**src/rtl/page_framebuffer_blit_and_window_macros.svh**
```systemverilog
// assertion macros shared by the framebuffer blitter rtl
`ifndef PAGE_FRAMEBUFFER_BLIT_AND_WINDOW_MACROS_SVH
`define PAGE_FRAMEBUFFER_BLIT_AND_WINDOW_MACROS_SVH

// consequent checked in the same cycle as the antecedent
`define PFB_ASSERT_NOW(lbl, ante, cons) \
	lbl: assert property (@(posedge clk) disable iff (!arst_n) (ante) |-> (cons)) \
		else $error("pfb check failed");

// consequent checked in the cycle after the antecedent
`define PFB_ASSERT_NEXT(lbl, ante, cons) \
	lbl: assert property (@(posedge clk) disable iff (!arst_n) (ante) |=> (cons)) \
		else $error("pfb check failed");

`endif

```
**src/rtl/pfb_pkg.sv**
```systemverilog
// shared types and codes of the page framebuffer blitter
`default_nettype none
package pfb_pkg;

	// op codes of an input transfer
	localparam logic [1:0] OP_BLIT_SET = 2'd0;
	localparam logic [1:0] OP_BLIT_OR  = 2'd1;
	localparam logic [1:0] OP_READ     = 2'd2;

	// sequencer states
	typedef enum logic [4:0] {
		ST_CLEAR = 5'b00001,
		ST_IDLE  = 5'b00010,
		ST_MERGE = 5'b00100,
		ST_LOW   = 5'b01000,
		ST_HIGH  = 5'b10000
	} state_t;

	// decoded window read
	typedef struct packed {
		logic [7:0] mask;
		logic [2:0] sh;
		logic       err;
	} win_t;

endpackage
`default_nettype wire

```
**src/rtl/pfb_window.sv**
```systemverilog
// window read decode: bit mask, page addresses and bound check
`default_nettype none
module pfb_window #(
	parameter int MAP_COLS     = 256,
	parameter int MAP_PAGES    = 8,
	parameter int SCREEN_COLS  = 128,
	parameter int SCREEN_PAGES = 8,
	parameter int AW           = 11
) (
	input  wire logic [6:0]    screen_col,
	input  wire logic [2:0]    screen_page,
	input  wire logic [8:0]    col_lo,
	input  wire logic [8:0]    col_hi,
	input  wire logic [6:0]    row_lo,
	input  wire logic [6:0]    row_hi,
	output      pfb_pkg::win_t win,
	output      logic [AW-1:0] addr_lo,
	output      logic [AW-1:0] addr_hi
);
	localparam int            ROWS   = 8 * MAP_PAGES;
	localparam logic [AW-1:0] COLS_A = AW'(MAP_COLS);

	logic       in_rng;
	logic       on_scr;
	logic [9:0] x;
	logic       x_ok;
	logic       x_map;
	logic [7:0] ybase;
	logic [4:0] pg_lo;
	logic [5:0] pg_hi;
	logic [8:0] yb;

	assign in_rng = (32'(col_lo) <= MAP_COLS) && (32'(col_hi) <= MAP_COLS)
		&& (32'(row_lo) <= ROWS) && (32'(row_hi) <= ROWS);
	assign on_scr = (32'(screen_col) < SCREEN_COLS) && (32'(screen_page) < SCREEN_PAGES);
	assign x      = {1'b0, col_lo} + {3'b0, screen_col};
	assign x_ok   = x < {1'b0, col_hi};
	assign x_map  = 32'(x) < MAP_COLS;
	assign ybase  = {1'b0, row_lo} + {2'b0, screen_page, 3'b000};
	assign pg_lo  = ybase[7:3];
	assign pg_hi  = {1'b0, pg_lo} + 6'd1;

	always_comb begin
		win.err = !in_rng;
		win.sh  = ybase[2:0];
		for (int b = 0; b < 8; b++) begin
			yb          = {1'b0, ybase} + 9'(b);
			win.mask[b] = in_rng && on_scr && x_ok && (yb < {2'b0, row_hi});
		end
	end

	// a page beyond the map only feeds masked bits, so it reads entry zero
	assign addr_lo = (x_map && (32'(pg_lo) < MAP_PAGES)) ? AW'(pg_lo) * COLS_A + AW'(x) : '0;
	assign addr_hi = (x_map && (32'(pg_hi) < MAP_PAGES)) ? AW'(pg_hi) * COLS_A + AW'(x) : '0;
endmodule
`default_nettype wire

```
**config.mk**
```make
export PLATFORM = sky130hd
export DESIGN_NAME = pfb_window
export DESIGN_NICKNAME = d
export VERILOG_FILES = /design/src/rtl/page_framebuffer_blit_and_window_macros.svh /design/src/rtl/pfb_pkg.sv /design/src/rtl/pfb_window.sv
export SDC_FILE = /design/constraint.sdc
export NUM_CORES = 1
export LEC_CHECK = 0
export BUFFER_PORTS_ARGS = -buffer_cell sky130_fd_sc_hd__buf_2
export CAP_MARGIN = 15
export CORE_ASPECT_RATIO = 1.25
export CORE_MARGIN = 3
export CORE_UTILIZATION = 35
export DETAILED_ROUTE_END_ITERATION = 8
export GPL_TIMING_DRIVEN = 1
export SETUP_SLACK_MARGIN = 0.5
export SYNTH_ARGS = -nofsm -noshare
export SYNTH_HDL_FRONTEND = slang
export SYNTH_SLANG_ARGS = --single-unit
export TNS_END_PERCENT = 20
```
**constraint.sdc**
```tcl
create_clock -name vclk -period 3.2
set_input_delay 0.16 -clock vclk [all_inputs]
set_output_delay 0.16 -clock vclk [all_outputs]
set_load 0.01 [all_outputs]
```
==> flow_summary.json <==
{
  "layout.sequential_cells": 0,
  "synth_area_per_cell_sq_um": 7.584,
  "finalSetupTns_ns": 0,
  "maxClockFrequency_mhz": 336.1,
  "hold_class": "primary input to output pin",
  "dr_total_vias": 2687,
  "drt-wirelength-per-cell_um": 15.42,
  "crit_path_end_kind": "output pin",
  "critPathCapture": "win[8]",
  "maxCapViolCount": 0,
  "first_iter_violations": 41,
  "portBuffers": 76,
  "grt_antenna_before_repair": 0,
  "power.density_cell_area_nw_per_um2": 242.2,
  "die-area_sq_um": 8532,
  "antenna_left": 0,
  "final-seq-area_sq_um": 0,
  "initial_utilization_pct": 36.72,
  "path_depth": 14,
  "synth_cell_types": 46,
  "synth_warnings": 0,
  "largest_net_degree_at_the_start_of_global_routing": 19,
  "worst-path-buf-inv": 4,
  "chipHeight_um": 102.5,
  "p_total_uw": 830.6,
  "dpl.cell_count": 506,
  "netlist_top_cells_count": "sky130_fd_sc_hd__ha_1, sky130_fd_sc_hd__inv_1, sky130_fd_sc_hd__nor2_1",
  "hpwl_um": 6606,
  "final_max_slew_viol_count": 0,
  "seq_area_frac_synth_pct": 0,
  "p_leak_uw": 0.001787,
  "timing.critical_path.slowest_stage_cell": "sky130_fd_sc_hd__o31a_1",
  "fin_nets": 549,
  "finish.instance_area_sq_um": 3430,
  "netlist_top_cells_area": "sky130_fd_sc_hd__ha_1, sky130_fd_sc_hd__xnor2_1, sky130_fd_sc_hd__inv_1",
  "area.growth.synth_to_final_pct": 31.46,
  "drc": 0,
  "syn_inst": 344,
  "timing.critical_path.from_type": "primary input",
  "worst_setup_path_startpoint": "col_lo[0]",
  "first_global_vias": 2881,
  "max_slew_margin_pct": 69.98,
  "run_status": "finished clean",
  "synth_largest_area_cell": "sky130_fd_sc_hd__ha_1",
  "multi_input_comb_area_sq_um": 2572,
  "setup_repair_after_global_routing_missed_its_margin": "true",
  "worst-setup-path-type": "primary input to output pin",
  "final.fill_count": 724,
  "worst_path_dominant_cell_family": "compound AO/OA/AOI/OAI gates",
  "grt_use_total_pct": 18.68,
  "post-synth-top-count-cell": "sky130_fd_sc_hd__ha_1",
  "num-clock-buffers": 0,
  "mappedNetlistNets": 464,
  "dr.pass1.iters": 4,
  "share_of_cells_above_drive_strength_1_pct": 30.68,
  "routabilityCongestion": 0.9567,
  "timing.critical_path.cells": "buf_8 > ha_4 > inv_2 > fa_2 > nor2b_2 > o31a_1 > o211ai_1 > xnor2_2 > ha_1 > a211oi_2 > nand3_4 > buf_12 > a2111oi_4 > buf_2",
  "mappedNetlistArea_sq_um": 2609,
  "timing_hold_violations_final": 0,
  "worst-endpoint-required_ns": 3.04,
  "chip_width_um": 83.22,
  "io-pin-count": 76,
  "timing.critical_path.arrival_ns": 2.82,
  "fin_cells": 517,
  "routed_via_density": 5.197,
  "place_area_sq_um": 3227,
  "std_cell_rows": 34,
  "finish.utilization_pct": 48.27,
  "cts.hold.buffers_added": 0,
  "final-setup-viol-count": 0,
  "grt_pass1_wl_um": 13270,
  "worst-path-max-fanout": 4,
  "power.ir.vdd_worst_mv": 0.09384,
  "critPathMaxStageDelay_ns": 0.32,
  "final.min_clock_period_ns": 2.976,
  "netlist.area_leader.share_pct": 35.49,
  "totalWireLength_um": 7973,
  "core_region_area_sq_um": 7104,
  "grt-ovfl-total": 0,
  "antenna_cells": 0,
  "max_slew.worst_pin.slew_ns": 0.4503,
  "share_of_the_clock_period_used_by_the_worst_path_pct": 92.99
}
==> per-stage QoR <==
step | setup slack (ns) | hold slack (ns)
2_1_floorplan | 0.5175 | 0.4118
3_3_place_gp | 0.1035 | 0.6321
3_5_place_dp | 0.03261 | 0.6385
4_1_cts | 0.2381 | 0.6401
5_1_grt | 0.07542 | 0.6505
6_report | 0.2244 | 0.6413
==> placed cells by master (no fill, tap or decap), drive strengths merged, types with 2 or more instances in the layout <==
cell type | Yosys | layout
a211oi | 4 | 4
o22ai | 2 | 2
o221ai | 2 | 2
o21ai | 11 | 11
buf | 6 | 96
ha | 74 | 74
nand3 | 8 | 8
nand4 | 5 | 5
nor4 | 5 | 5
o211ai | 2 | 2
inv | 44 | 44
nor2b | 6 | 6
o21a | 4 | 4
xor2 | 12 | 12
nand2b | 6 | 6
fa | 4 | 4
xnor2 | 28 | 28
o2111ai | 2 | 2
nor3 | 3 | 3
a2111oi | 5 | 5
nor2 | 38 | 38
or2 | 3 | 3
a21o | 14 | 14
a21oi | 24 | 24
nand2 | 16 | 16
==> metal layers <==
metal / global-route usage (%) / share of wire (%) / vias up
li1: - / - / 1352
met1: 19.90 / 40 / 1218
met2: 37.59 / 51 / 94
met3: 1.918 / 5.2 / 23
met4: 7.421 / 3.7 / 0
met5: 0 / 0 / -
==> cells by family after synthesis <==
family                   Yosys count  share of synthesized area, %
adder cells (fa/ha/maj)           78                         38.56
AND/OR/NAND/NOR                   94                         17.89
buffers and inverters             57                         8.969
XOR/XNOR                          40                         13.43
multiplexers                       1                        0.3837
AO/OA/AOI/OAI                     74                         20.77
==> where the power goes <==
part           internal (uW)  switching [uW]
Clock                      0               0
Combinational            381             449
Sequential                 0               0
Total                    381             449
==> area by class of cell <==
class / count / share of cell area, %
multi-input cells: 287 / 75.01
repair buffers: 96 / 16.89
inverters: 44 / 4.816
well taps: 90 / 3.283
==> how the worst min path moves through the flow <==
stage / startpoint / end / slack (ns) / cells past startpoint
6_report: row_lo[0] / win[1] / 0.64 / 2
4_1_cts: row_lo[0] / win[1] / 0.64 / 2
3_5_place_dp: row_lo[0] / win[1] / 0.64 / 2
3_3_place_gp: row_lo[0] / win[1] / 0.63 / 2
2_1_floorplan: row_lo[0] / win[1] / 0.41 / 1
5_1_grt: row_lo[0] / win[1] / 0.65 / 2
==> what timing repair did <==
action / in CTS / in global routing
pin swaps: 15 / 11
endpoints found under the setup margin: 10 / 12
gates resized for setup: 13 / 7
buffers inserted: 8 / 3
(Power assumes the default switching activity.)
