===== src/rtl/page_framebuffer_blit_and_window_macros.svh =====
// assertion macros shared by the framebuffer blitter rtl
`ifndef PAGE_FRAMEBUFFER_BLIT_AND_WINDOW_MACROS_SVH
`define PAGE_FRAMEBUFFER_BLIT_AND_WINDOW_MACROS_SVH

// consequent checked in the same cycle as the antecedent
`define PFB_ASSERT_NOW(lbl, ante, cons) \
	lbl: assert property (@(posedge clk) disable iff (!arst_n) (ante) |-> (cons)) \
		else $error("pfb check failed");

// consequent checked in the cycle after the antecedent
`define PFB_ASSERT_NEXT(lbl, ante, cons) \
	lbl: assert property (@(posedge clk) disable iff (!arst_n) (ante) |=> (cons)) \
		else $error("pfb check failed");

`endif


===== src/rtl/pfb_cursor.sv =====
// sprite cursor and blit address generation
`default_nettype none
module pfb_cursor #(
	parameter int MAP_COLS  = 256,
	parameter int MAP_PAGES = 8,
	parameter int AW        = 11
) (
	input  wire logic          clk,
	input  wire logic          arst_n,
	input  wire logic          step,
	input  wire logic [7:0]    origin_x,
	input  wire logic [5:0]    origin_y,
	input  wire logic [8:0]    sprite_width,
	input  wire logic [3:0]    sprite_pages,
	output      logic [AW-1:0] addr,
	output      logic          hit
);
	localparam logic [AW-1:0] COLS_A = AW'(MAP_COLS);

	logic [7:0] col_q;
	logic [2:0] page_q;
	logic [7:0] col_inc;
	logic [2:0] page_inc;
	logic [8:0] col;
	logic [3:0] pg;

	assign col_inc  = col_q + 8'd1;
	assign page_inc = page_q + 3'd1;

	// target byte of the current sprite byte
	assign col  = {1'b0, origin_x} + {1'b0, col_q};
	assign pg   = {1'b0, origin_y[5:3]} + {1'b0, page_q};
	assign hit  = (32'(col) < MAP_COLS) && (32'(pg) < MAP_PAGES);
	assign addr = AW'(pg) * COLS_A + AW'(col);

	always_ff @(posedge clk or negedge arst_n) begin
		if (!arst_n) begin
			col_q  <= '0;
			page_q <= '0;
		end else if (step) begin
			if ({1'b0, col_inc} >= sprite_width) begin
				col_q  <= '0;
				page_q <= ({1'b0, page_inc} >= sprite_pages) ? 3'd0 : page_inc;
			end else begin
				col_q <= col_inc;
			end
		end
	end
endmodule
`default_nettype wire


===== config.mk =====
export PLATFORM = sky130hd
export DESIGN_NAME = pfb_cursor
export DESIGN_NICKNAME = d
export VERILOG_FILES = /design/src/rtl/page_framebuffer_blit_and_window_macros.svh /design/src/rtl/pfb_cursor.sv
export SDC_FILE = /design/constraint.sdc
export NUM_CORES = 1
export LEC_CHECK = 0
export CAP_MARGIN = 20
export CORE_UTILIZATION = 40
export DETAILED_ROUTE_END_ITERATION = 10
export DONT_BUFFER_PORTS = 1
export PLACE_DENSITY_LB_ADDON = 0.05
export REMOVE_ABC_BUFFERS = 1
export SETUP_SLACK_MARGIN = 0.1
export SLEW_MARGIN = 5
export SYNTH_ARGS = -nofsm -noshare
export SYNTH_HDL_FRONTEND = slang
export SYNTH_SLANG_ARGS = --single-unit
export TNS_END_PERCENT = 20

===== constraint.sdc =====
create_clock -name clk -period 5.14 [get_ports clk]
set_clock_uncertainty 0.1 [all_clocks]
set_input_delay 0.514 -clock clk [delete_from_list [all_inputs] [get_ports clk]]
set_output_delay 0.514 -clock clk [all_outputs]
set_load 0.05 [all_outputs]

==> results.md, run 1 <==
- Crit path required time: 4530 ps
- Xor and xnor area share after synthesis: 9.58%
- Yosys top cell by area: ha_1
- Die area: 3430 um^2
- Psw: 447 uW
- Hold Vio Cnt, Final: 0
- Overall Power: 752 uW
- Core area: 3050 um^2
- DR pass1 iterations: 5
- Crit start category: flip-flop
- Simple-gate share of the synthesized area: 16.9%
- Setup violators final: 0
- Least-Margin Pin Slew: 1100 ps
- WHS: 231 ps
- GRT Resource Usage Total: 16.6%
- Place WS: 1750 ps
- Antenna Violating Nets Remaining: 0
- Clock Power Share: 8.0%
- Sequential cell area fraction in the yosys report: 21.5%
- Site row count: 20
- Area fraction of the dominant cell type after synthesis: 25.4%
- P_int: 305 uW
- DR DRC count: 0
- Switch share: 59.4%
- Max-capacitance violation count: 0
- Proportion of synthesized area in mux cells: 2.44%
- Hold buffer count at cts: 1
- Largest family of logic cells by synthesized area: adder cells
- Setup tns final: 0 ps
- CTS tree: built
- Largest cells by area after synthesis: ha_1 25%, dfrtp_1 22%, xnor2_1 6.2%
- Die Y: 58.6 um
- Max Freq: 272 MHz
- Tmin final: 3680 ps
- Pwr dens: 545 nW/um^2
- First-pass GRT wire length: 4360 um
- Total grt overflow: 0
- # IOs: 42
- Vias: 1,042
- Yosys reg bits: 11
- Root Driver: clkbuf_4
- Synth Area in Adders: 28.5%
- Latest clock arrival within the worst-skew pair: 270 ps
- Reg clk slew, reported paths: 70 ps
- P&R area growth vs syn: 7.82%
- N_diodes: 0
- Combinational share of power: 71.8%
- Syn_area_per_cell: 8.59 um^2
- Clock sinks: 11
- Drt total wl: 2500 um
- CTS resizes: 0
- Setup Buffers After CTS: 0
- Status: finished, final reports clean
- Initial antenna violation count: 0
- Count of cell types in the netlist: 31
- Lkg Pwr: 0.707 nW
- Post-synthesis compound-gate area fraction: 14.9%
- RSZ-0062 raised after global routing: no
- Detailed placer's ending HPWL: 2040 um
- Crit path max fanout: 6
- Number of DRC violations after detailed-routing iteration 0: 36
- CP endpoint kind: output pin
- # H-tree levels: 1
- Starting density of the core: 41.9%
- Worst hold path type: in -> reg
- Buffers added on ports: 0
- Max-slew violation count: 0
- Vias in the first global route: 999
- Clock buffer depth: 2
- Flop pwr share: 20.2%
- Synthesized instance count: 149
- Cell Area, Synth: 1280 um^2
- Setup ws final: 1460 ps
- VDD IR max: 0.225 mV
- GPL Wtd Cong: 0.770
- Layout cells sized above 1: 3.90%
- CP arrival: 3070 ps
- Largest net degree at the start of global routing: 18
- Period utilisation layout: 71.6%
- Ys Warns: 0
- Vias per cell: 5.26
- Nets: 213
- Total CTS buffers: 3
- Slew HR: 26.1%
- Die W: 58.6 um
- CP Class: reg -> out
- Wirelength per Cell: 12.6 um
-- registers in the layout, indices dropped and copies added, names as in the netlist --
signal,count
page_q,3
col_q,8
-- metrics by stage --
| step | cells | util [%] | area (um^2) |
|---|---|---|---|
| 4_1_cts | 198 | 45.2 | 1380 |
| 3_5_place_dp | 193 | 44.0 | 1340 |
| 6_report | 198 | 45.2 | 1380 |
| 5_1_grt | 198 | 45.2 | 1380 |
| 3_3_place_gp | 193 | 44.0 | 1340 |
| 2_1_floorplan | 148 | - | 1280 |
-- metal layers --
metal  routed length (um)  GRT usage (%)  share of wire, %
met3                  133           4.40               5.3
met4                    7           3.74              0.28
met5                    0              0                 0
met2                 1200           27.1                48
met1                 1160           21.9                46
-- final cells by class --
class	instances	area, um^2
sequential	11	275
timing repair buffer	2	17.5
inverter	20	75.1
tap	44	55.1
clock buffer	4	26.3
multi-input combinational	117	931
fill	325	1670
-- worst max-delay path, stage by stage (launching register included) --
cell and delay, ps:
dfrtp_1 480, ha_1 260, fa_1 400, a21oi_1 160, nor2b_1 70, o31ai_1 320, a21oi_1 170, ha_1 230
ha_1 190, xor2_1 170, xnor2_1 130, buf_4 210
-- cell usage after synthesis (all sizes together) --
library cell / count
a31oi: 1
xor2: 5
ha: 26
or4b: 1
or4: 1
o41ai: 1
and3: 4
nand2b: 4
o21bai: 1
mux2: 1
mux2i: 2
clkbuf: 1
o31ai: 1
fa: 2
o211ai: 2
a211oi: 2
o22ai: 5
nand3: 8
a21oi: 4
o21ai: 5
nand2: 6
a21o: 4
dfrtp: 11
nor2b: 4
o21a: 2
nor2: 11
a221oi: 1
xnor2: 9
nor3: 4
inv: 20
-- final timing paths --
path	from	to	slack, ps	cells past startpoint
min in group asynchronous	arst_n	col_q[0]$_DFFE_PN0P_	540	1
worst min-delay path	step	col_q[7]$_DFFE_PN0P_	230	1
worst min register to register	page_q[2]$_DFFE_PN0P_	page_q[2]$_DFFE_PN0P_	500	2
max in group asynchronous	arst_n	col_q[3]$_DFFE_PN0P_	4070	1
worst max-delay path	col_q[0]$_DFFE_PN0P_	addr[10]	1460	11
worst max register to register	col_q[2]$_DFFE_PN0P_	page_q[0]$_DFFE_PN0P_	2200	10
-- power groups by stage --
stage	registers [mW]	logic [mW]	clock network (mW)
final	0.152	0.540	0.0604
after global routing	0.160	0.595	0.0659
after CTS	0.153	0.543	0.0615
after detailed placement	0.155	0.539	0
after global placement	0.154	0.529	0
after floorplan	0.140	0.478	0
-- kinds of logic (layout without fill, tap and decap cells) --
logic type                 after synthesis  in the layout
AOI/OAI and AO/OA                       29             29
xor gates and xnor gates                14             14
adders and majority gates               28             28
buffers and inverters                   21             26
DFF                                     11             11
muxes                                    3              3
and+or+nand+nor                         43             43
-- layout by cell type, fill, tap and decap left out, types with 2 or more instances in the layout --
master,n
o21a_1,2
ha_1,26
fa_1,2
nand2_1,6
nand2b_1,4
and3_1,4
mux2i_1,2
nand3_1,8
o22ai_1,5
clkbuf_4,3
a21o_1,4
a21oi_1,4
inv_1,20
o211ai_1,2
nor2b_1,4
nor3_1,4
xnor2_1,9
dfrtp_1,11
o21ai_0,4
xor2_1,5
nor2_1,11
No activity file was read; power rests on OpenSTA's default activity.
==> inputs of run 2 (changes only) <==
ABC_AREA = 1   (was unset)
clock period = 3.1 ns   (was 5.14 ns; I/O delays follow)
==> results.md, run 2 <==
- Most numerous cell in the Yosys netlist: nand2_1
- Gr busiest metal: met2
- Post-synth top cells: 65 x nand2_1, 36 x inv_1, 26 x ha_1, 22 x nand3_1
- # H-tree levels: 1
- Largest cells by area after synthesis: ha_1 22%, dfrtp_1 19%, nand2_1 17%
- Core Util, Final: 49.3%
- Die W: 62.2 um
- Top flop regs: col_q: 8 flops, page_q: 3 flops
- Fill cell count: 353
- Largest register FFs: 8
- Place WS: 255 ps
- Async SR Flop Fraction: 100%
- GPL Wtd Cong: 0.905
- Yosys reg bits: 11
- Area of the multi-input gates: 1090 um^2
- Slew HR: 65.7%
- Met3 Use GR: 4.78%
- Critical path cell sequence: ha_4 -> fa_2 -> nand3_2 -> nand2_2 -> nand4_1 -> nand3_2 -> ha_4 -> ha_4 -> xnor2_2 -> xor2_1 -> buf_4
- Wirelength per Cell: 11.5 um
- Setup slack, reg-to-reg: 740 ps
- Clock buffer depth: 2
- First-pass GRT wire length: 5260 um
- Area fraction of the dominant cell type after synthesis: 22.5%
- Max-capacitance violation count: 0
- Antenna Violating Nets Remaining: 0
- Pwr dens: 814 nW/um^2
- Total CTS buffers: 3
- Ys Warns: 0
- Count of cell types in the netlist: 24
- Post-synth EDFFs: 0
- Site row count: 21
- Least-Margin Pin Slew: 513 ps
- CTS tree: built
- Met2 global-route usage: 29.3%
- Crit-path max cell delay: 420 ps
- P&R area growth vs syn: 16.3%
- Nets: 284
- Setup ws final: 177 ps
- Worst Setup SP: col_q[0]$_DFFE_PN0P_
- Main synth FF type: dfrtp_1
- Initial antenna violation count: 0
- Total grt overflow: 0
- # IOs: 42
- Root Driver: clkbuf_4
- Most frequent cells in the layout: 64 x nand2_1, 36 x inv_1, 22 x ha_1
- Layout cells sized above 1: 14.7%
- Die area: 3870 um^2
- Detailed placer's ending HPWL: 2580 um
- Crit start category: flip-flop
- CP endpoint kind: output pin
- Period utilisation layout: 94.3%
- N_diodes: 0
- Setup tns final: 0 ps
- Yosys top cell by area: ha_1
- Max-slew violation count: 0
- Drt total wl: 3120 um
- DR DRC count: 0
- Sequential cell area fraction in the yosys report: 19.0%
- Synthesized instance count: 211
- Reg clk slew, reported paths: 70 ps
- Crit path required time: 2690 ps
- Latest clock arrival within the worst-skew pair: 270 ps
- Lkg Pwr: 0.981 nW
- VDD IR max: 0.639 mV
- DP Cell Count: 262
- Syn_area_per_cell: 6.87 um^2
- Cell count of the worst reg-to-reg path: 13
- Buffers added on ports: 0
- R2r startpoint: col_q[0]$_DFFE_PN0P_
- Vias: 1,335
- Max Freq: 342 MHz
- Clock sinks: 11
- Hold Startpoint: step
- M1 GR Usage: 20.6%
- Most frequent CP cell: ha_4
- Commonest non-fill, non-tap cell in the layout: nand2_1
- RSZ-0062 raised after global routing: no
- Number of DRC violations after detailed-routing iteration 0: 39
- CP Class: reg -> out
- Worst hold path type: in -> reg
- Cell Area, Synth: 1450 um^2
- WHS Path Cells: 2
- Vias per cell: 4.93
- End of the worst register-to-register path: page_q[2]$_DFFE_PN0P_
- Setup violators final: 0
- Most flop-heavy register: col_q
- Largest net degree at the start of global routing: 14
- Overall Power: 1.37 mW
- Core area: 3420 um^2
- Tmin final: 2920 ps
- Vias in the first global route: 1,226
- CP arrival: 2510 ps
- DR pass1 iterations: 4
- Hold Vio Cnt, Final: 0
- Die Y: 62.2 um
- Status: finished, final reports clean
- Hold worst-path end: col_q[5]$_DFFE_PN0P_
- Starting density of the core: 42.4%
- Count of non-filler cells in the finished layout: 271
- Crit path max fanout: 2
- Slowest-stage cell, CP: dfrtp_1
- Register area: 275 um^2
- GRT Resource Usage Total: 16.8%
[run 2: final cells by class]
class                   instances  share of cell area [%]
well taps                      46                    3.41
inverters                      39                    8.69
repair buffers                 12                    5.49
multi-input cells             159                    64.5
flip-flops and latches         11                    16.3
clock buffers                   4                    1.56
[run 2: what timing repair did]
action                                  CTS  global route
endpoints found under the setup margin    1             1
buffers inserted                          1             3
pin swaps                                 1             8
hold endpoints to repair                 11             0
hold buffers                              1             0
resized for setup                         2            10
[run 2: cells by family after synthesis]
logic type / count (synthesis) / share of synthesized area [%]
XOR/XNOR: 11 / 6.65
AND/OR/NAND/NOR: 111 / 34.5
AO/OA/AOI/OAI: 9 / 3.71
adder cells (fa/ha/maj): 28 / 25.2
buffers and inverters: 41 / 11.0
flip-flops: 11 / 19.0
[run 2: metrics by stage]
stage               hold slack, ps  area (um^2)
finish                        73.3         1690
floorplan                    -85.6         1440
global route                  55.8         1690
CTS                           66.4         1610
global placement             -85.3         1550
detailed placement           -85.3         1550
[run 2: critical path: cells and delay by family, from the launching register on]
| family | cells | cell delay [ps] |
|---|---|---|
| and+or+nand+nor | 4 | 370 |
| buffers and inverters | 1 | 210 |
| xor gates and xnor gates | 2 | 320 |
| adders and majority gates | 4 | 910 |
| DFF | 1 | 420 |
[run 2: where the power goes]
group | switching (mW) | total [mW] | internal [mW]
Clock | 0.0473 | 0.0972 | 0.0498
Sequential | 0.0708 | 0.251 | 0.180
Combinational | 0.659 | 1.02 | 0.365
Total | 0.778 | 1.37 | 0.595
[run 2: worst max path at each step]
stage               end  slack (ps)  cells after the start
2_1_floorplan  addr[10]          10                     10
3_3_place_gp   addr[10]         300                     11
3_5_place_dp   addr[10]         260                     11
4_1_cts        addr[10]         110                     11
5_1_grt        addr[10]          80                     11
6_report       addr[10]         180                     11
[run 2: metal layers]
layer / share of wire [%] / routed length (um)
met4: 0.96 / 30
met2: 52 / 1630
met3: 4.8 / 150
met1: 42 / 1310
met5: 0 / 0
